$ cat src/rtl/stq_pkg.sv
`default_nettype none
// ----------------------------------------------------------------------------
// stq_pkg: shared types and codes of the sorted timer queue
// Command and status codes, the per-cell operation code and the control
// group that the sequencer broadcasts to every cell of the row.
// ----------------------------------------------------------------------------
package stq_pkg;

  localparam int CAPACITY_DEF = 64;
  localparam int CONN_W       = 16;
  localparam int TIME_W       = 32;
  localparam int CMD_W        = 2;
  localparam int STATUS_W     = 3;

  typedef enum logic [CMD_W-1:0] {
    CMD_ADD    = 2'd0,
    CMD_ADJUST = 2'd1,
    CMD_DELETE = 2'd2,
    CMD_TICK   = 2'd3
  } cmd_t;

  typedef enum logic [STATUS_W-1:0] {
    ST_OK        = 3'd0,
    ST_FULL      = 3'd1,
    ST_NOT_FOUND = 3'd2,
    ST_DUPLICATE = 3'd3,
    ST_EXPIRED   = 3'd4,
    ST_NONE      = 3'd5
  } status_t;

  // What every cell does in the current cycle.
  typedef enum logic [1:0] {
    CELL_HOLD   = 2'd0,
    CELL_INSERT = 2'd1,
    CELL_REMOVE = 2'd2
  } cell_op_t;

  // Broadcast control group from the sequencer to the cell row.
  typedef struct packed {
    cell_op_t            op;
    logic [TIME_W-1:0]   key;
    logic [CONN_W-1:0]   id;
  } cell_ctl_t;

endpackage
`default_nettype wire

$ cat src/rtl/stq_cell.sv
`default_nettype none
// ----------------------------------------------------------------------------
// stq_cell: one slot of the sorted timer row
// Holds one expiry time and connection id. On insert it keeps its entry,
// loads the new one or takes its left neighbor's; on remove it takes its
// right neighbor's when it sits at or after the removal point.
// ----------------------------------------------------------------------------
module stq_cell
  import stq_pkg::*;
#(
  parameter int IDX_W = 6,
  parameter int IDX   = 0
) (
  input  wire logic              clk,
  input  wire cell_ctl_t         ctl,
  input  wire logic [IDX_W-1:0]  pos,
  input  wire logic              valid,
  input  wire logic              left_le,
  input  wire logic [TIME_W-1:0] left_expiry,
  input  wire logic [CONN_W-1:0] left_conn,
  input  wire logic [TIME_W-1:0] right_expiry,
  input  wire logic [CONN_W-1:0] right_conn,
  output logic [TIME_W-1:0]      expiry,
  output logic [CONN_W-1:0]      conn,
  output logic                   le,
  output logic                   match
);

  logic [TIME_W-1:0] expiry_r, expiry_nxt;
  logic [CONN_W-1:0] conn_r, conn_nxt;

  // Entry is due or sorts at or before the key; ids are compared for lookup.
  assign le    = valid && (expiry_r <= ctl.key);
  assign match = valid && (conn_r == ctl.id);

  // Pick the next content of the slot.
  always_comb begin
    expiry_nxt = expiry_r;
    conn_nxt   = conn_r;
    case (ctl.op)
      CELL_INSERT: begin
        if (!le) begin
          if (left_le) begin
            expiry_nxt = ctl.key;
            conn_nxt   = ctl.id;
          end else begin
            expiry_nxt = left_expiry;
            conn_nxt   = left_conn;
          end
        end
      end
      CELL_REMOVE: begin
        if (pos <= IDX_W'(IDX)) begin
          expiry_nxt = right_expiry;
          conn_nxt   = right_conn;
        end
      end
      default: begin
      end
    endcase
  end

  always_ff @(posedge clk) begin
    expiry_r <= expiry_nxt;
    conn_r   <= conn_nxt;
  end

  assign expiry = expiry_r;
  assign conn   = conn_r;

endmodule
`default_nettype wire

$ cat config.mk
export PLATFORM = sky130hd
export DESIGN_NAME = stq_cell
export DESIGN_NICKNAME = d
export VERILOG_FILES = /design/src/rtl/stq_pkg.sv /design/src/rtl/stq_cell.sv
export SDC_FILE = /design/constraint.sdc
export NUM_CORES = 1
export LEC_CHECK = 0
export BUFFER_PORTS_ARGS = -buffer_cell sky130_fd_sc_hd__buf_2
export CAP_MARGIN = 30
export CORE_MARGIN = 4
export CORE_UTILIZATION = 40
export CTS_CLUSTER_DIAMETER = 30
export DETAILED_ROUTE_END_ITERATION = 8
export PLACE_DENSITY = 0.74
export SLEW_MARGIN = 20
export SYNTH_ARGS = -nofsm -noshare
export SYNTH_HDL_FRONTEND = slang
export SYNTH_SLANG_ARGS = --single-unit
export TNS_END_PERCENT = 10
$ cat constraint.sdc
create_clock -name clk -period 11.9 [get_ports clk]
set_input_delay 0 -clock clk [delete_from_list [all_inputs] [get_ports clk]]
set_output_delay 0 -clock clk [all_outputs]
set_load 0.03 [all_outputs]
* After elaboration in Yosys (flattened, before gate mapping)
Index checks and enable logic that the tools add are counted.
** Cells by class
- $lt $le $gt $ge :: 2
- Equality and inequality tests :: 5
- Multiplexer cells :: 8
- Reductions and logical operators :: 4
** Operators by type and width (number)
- 2-to-1 mux 32 bit :: 3
- one-hot mux 32 bit (2 select lines) :: 1
- 2-to-1 mux 16 bit :: 3
- less-or-equal comparator 32 bit :: 1
- one-hot mux 16 bit (2 select lines) :: 1
- == test 16 bit :: 1
- less-or-equal comparator 6 x 1 -> 1 bit (second input constant) :: 1
- inequality test 2 bit (second input constant) :: 2
- AND reduction 3 bit :: 1
- == test 2 x 1 -> 1 bit (second input constant) :: 1
- == test 2 bit (second input constant) :: 1
- logical AND 1 bit :: 2
- nonzero test 2 bit :: 1
** Storage, ports and cells
- Register bits :: 48
- Output and inout bits :: 50
- Word-level logic and storage cells :: 21

* Logic depth before layout (Yosys ltp)
- Word-level depth :: 4
- Depth in mapped cells :: 8
- Mapped depth without buffers :: 8

* Least setup slack after synthesis
OpenSTA, ideal clock, no wires.
- Kind :: register -> register
- Start :: register expiry_r[30], in the netlist expiry[30]
- End :: register conn_r[0], in the netlist conn[0] (enable)
- Library setup time :: 0.460 ns
- Data arrival time :: 3.859 ns
- Data required time :: 11.440 ns
- Path slack :: 7.581 ns
- Cell stages (with the launch flop) :: 7
- Path buffers :: 0
- Cell sequence :: edfxtp_1 -> ha_1 -> nand4_1 -> nor4_1 -> and2_1 -> or3b_2 -> o21ai_1
** On the way
- Cells in the longest elaborated chain, start to end :: 4
** RTL lines
- start: declaration :: RTL line stq_cell.sv:29 : logic [TIME_W-1:0] expiry_r, expiry_nxt;
- start signal: assignment :: RTL line stq_cell.sv:64 : expiry_r <= expiry_nxt;
- less-or-equal comparator 32 bit :: RTL line stq_cell.sv:33 : assign le = valid && (expiry_r <= ctl.key);
- logical AND 1 bit :: RTL line stq_cell.sv:33
- inequality test 2 bit (no line)
- AND reduction 3 bit (no line)
- end signal: assignment :: RTL line stq_cell.sv:65 : conn_r <= conn_nxt;
- end: declaration :: RTL line stq_cell.sv:30 : logic [CONN_W-1:0] conn_r, conn_nxt;
Every way passes these cells.
A chain may end at the register's enable or synchronous reset.

* Final worst setup path
- Start :: register expiry_r[14], in the netlist expiry[14]
- End :: register conn_r[15], in the netlist conn[15] (enable)
Same word-level chain as after synthesis.

==> results.py <==
metrics = {
    "grt": {
        "grt_pass1_wl_um": 16400,
        "gr-total-overflow": 0,
        "grt_pass1_vias": 3621,
        "antenna_found_initial": 0,
        "track_usage_pct": 20.2,
        "grt_max_degree": 97,
    },
    "clock_tree": {
        "ctsResizeCount": 0,
        "cts.sinks": 48,
        "clockBufferDepth": 2,
        "cts_setup_buffers": 0,
        "clkLatencyLatePin_ns": 0.29,
        "htreeDepth": 2,
        "cts_root_buffer": "clkbuf_8",
        "cts-buffers-inserted": 5,
        "cts_hold_buf": 37,
        "cts.reportedPaths.clkPinSlew_ns": 0.09,
        "cts_tree": "yes",
    },
    "drt": {
        "drtAntennaViolNets": 0,
        "num_vias": 3455,
        "wl_per_cell_um": 15.0,
        "vias_per_cell": 4.99,
        "drcViolationCount": 0,
        "drt_first_iter_violations": 68,
        "drt_pass1_iterations": 4,
        "routed_wl_um": 10400,
    },
    "yosys": {
        "ys_ff_latch": 48,
        "syn_avg_cell_area_um2": 9.76,
        "yosys_warnings": 0,
        "synth_cell_types": 32,
        "synthCells": 353,
        "syn_area_um2": 3440,
        "syn_nets": 540,
        "ys_seq_area_share_pct": 41.8,
    },
    "cells_and_area": {
        "finalNonFillerCells": 693,
        "fin_nets": 774,
        "final_cell_mix": "204 x buf_2, 56 x nand2_1, 51 x o21ai_0",
        "fill_cells": 745,
        "layout-drive-gt1-share_pct": 37.2,
        "fin_util_pct": 60.5,
        "multi_input_area_um2": 1830,
        "antenna_cells": 0,
        "syn_to_final_growth_pct": 45.8,
        "regArea_um2": 1440,
        "layout_commonest_cell": "buf_2",
        "final_area_um2": 5020,
    },
    "job": {
        "maxCapViolations": 0,
    },
    "floorplan": {
        "ioPinCount": 205,
        "core_um2": 8300,
        "start_util_pct": 41.5,
        "rows": 33,
        "dieArea_um2": 10200,
        "die_y_um": 101,
        "die_w_um": 101,
    },
    "timing": {
        "relSlewSlack_pct": 44.5,
        "period_share_pct": 22.7,
        "worst_pin_slew_ns": 0.833,
        "grt_setup_unrepaired": "no",
        "timing.hold.ws_ns": 0.00451,
        "drv_slew": 0,
        "fmax_mhz": 370,
        "post-route-min-period_ns": 2.70,
        "layout_setup_ws_ns": 9.20,
        "setup_tns_ns": 0,
        "fin_skew_ns": 0.00838,
        "setup_viol": 0,
        "finalHoldViolations": 0,
    },
    "setup_path": {
        "startpoint": "expiry[14]$_DFFE_PP_",
        "end_kind": "flop",
        "rrSetupSlack_ns": 9.20,
        "arrival_ns": 2.64,
        "max_stage_delay_ns": 0.53,
        "cp_cell_sequence": "ha_1 -> nand4_1 -> a2111oi_0 -> or3_1 -> a21oi_2 -> o21ai_4 -> buf_4",
        "cp_slowest_cell": "buf_4",
        "cp_max_fo": 48,
        "regToRegStartpoint": "expiry[14]$_DFFE_PP_",
        "worstPathRequired_ns": 11.83,
        "r2r_cells": 7,
        "cp_num_buf_inv": 1,
        "path_class": "flop to flop",
        "reg2reg_to": "conn[15]$_DFFE_PP_",
        "startpoint_type": "flop",
        "cp_top_family": "compound AO/OA/AOI/OAI gates",
    },
    "hold_path": {
        "hold_path_depth": 3,
        "worstHoldStart": "right_expiry[15]",
        "worstHoldPathType": "input port to flop",
        "min_to": "expiry[15]$_DFFE_PP_",
    },
    "placed_design": {
        "place_area_um2": 4570,
        "dp_slack_ns": 9.17,
        "io_buffers": 204,
        "dp.cells": 648,
        "place_congestion": 0.803,
        "hpwl_um": 7930,
    },
    "status": {
        "status": "completed",
    },
    "power_and_ir_drop": {
        "powerDensity_nw_per_um2": 89.2,
        "p_leak_nw": 2.44,
        "total_power_uw": 448,
        "ir_worst_vdd_v": 0.0000519,
    },
}
==> sequential cells by signal, summed over array words and instances (netlist names) <==
name and flops:
expiry 32, conn 16
==> area by class of cell <==
cell class                      instances  area share, %
Clock buffer                            6           1.44
Clock inverter                          2          0.224
Inverter                               32           2.39
Multi-Input combinational cell        256           36.5
Sequential cell                        48           28.7
Tap cell                              105           2.62
Timing Repair Buffer                  244           28.1
==> how the worst max path moves through the flow <==
stage | end | slack (ns) | depth (start not counted)
final | conn[15]$_DFFE_PP_ | 9.20 | 7
after global routing | conn[1]$_DFFE_PP_ | 8.99 | 6
after CTS | expiry[11]$_DFFE_PP_ | 9.14 | 6
after detailed placement | conn[13]$_DFFE_PP_ | 9.17 | 6
after global placement | conn[6]$_DFFE_PP_ | 9.29 | 7
after floorplan | conn[0]$_DFFE_PP_ | 7.58 | 6
==> report_power, final <==
part / switching (mW) / internal, mW / total (mW)
sequential: 0.00626 / 0.203 / 0.209
clock: 0.0538 / 0.0409 / 0.0947
combinational: 0.0809 / 0.0632 / 0.144
==> cell usage after synthesis <==
| master | n | area [um^2] |
|---|---|---|
| a211oi_1 | 1 | 7.51 |
| nor3b_1 | 1 | 7.51 |
| o211ai_1 | 2 | 15.0 |
| buf_2 | 4 | 20.0 |
| a21oi_1 | 11 | 55.1 |
| xor2_1 | 4 | 35.0 |
| and2_1 | 1 | 6.26 |
| nor2b_1 | 2 | 12.5 |
| clkbuf_1 | 13 | 48.8 |
| or3b_2 | 1 | 8.76 |
| a221o_1 | 1 | 10.0 |
| o21a_1 | 1 | 7.51 |
| ha_1 | 32 | 400 |
| nand4_1 | 11 | 68.8 |
| nand2_1 | 56 | 210 |
| a221oi_1 | 1 | 8.76 |
| inv_1 | 32 | 120 |
| o21ai_0 | 51 | 255 |
| edfxtp_1 | 48 | 1440 |
| nand3_1 | 3 | 15.0 |
| a2111oi_0 | 1 | 8.76 |
| nor2_1 | 3 | 11.3 |
| nor2_2 | 1 | 6.26 |
| o21ai_1 | 1 | 5.00 |
| xnor2_1 | 12 | 105 |
| a21o_1 | 1 | 7.51 |
| mux2i_1 | 48 | 480 |
| or3_1 | 1 | 6.26 |
| a31oi_1 | 1 | 6.26 |
| nor3_1 | 1 | 5.00 |
| a21oi_2 | 2 | 17.5 |
| nor4_1 | 5 | 31.3 |
==> worst reg2reg max path, cell delays in order (launching register included) <==
cell and delay [ns]:
edfxtp_1 0.39, ha_1 0.34, nand4_1 0.21, a2111oi_0 0.43, or3_1 0.18, a21oi_2 0.08, o21ai_4 0.17, buf_4 0.53
==> kinds of logic (layout without fill, tap and decap cells) <==
group | count (synthesis) | after routing | share of synthesized area (%)
adder cells (fa/ha/maj) | 32 | 32 | 11.6
AO/OA/AOI/OAI | 74 | 74 | 11.7
AND/OR/NAND/NOR | 86 | 86 | 11.3
multiplexers | 48 | 48 | 13.9
flip-flops | 48 | 48 | 41.8
buffers and inverters | 49 | 284 | 5.49
XOR/XNOR | 16 | 16 | 4.07
==> per-layer routing <==
layer | global-route usage [%] | wire length (um)
met1 | 23.5 | 3900
met2 | 36.1 | 5240
met3 | 4.64 | 956
met4 | 6.94 | 298
met5 | 0 | 0
No activity file was read; power rests on OpenSTA's default activity.
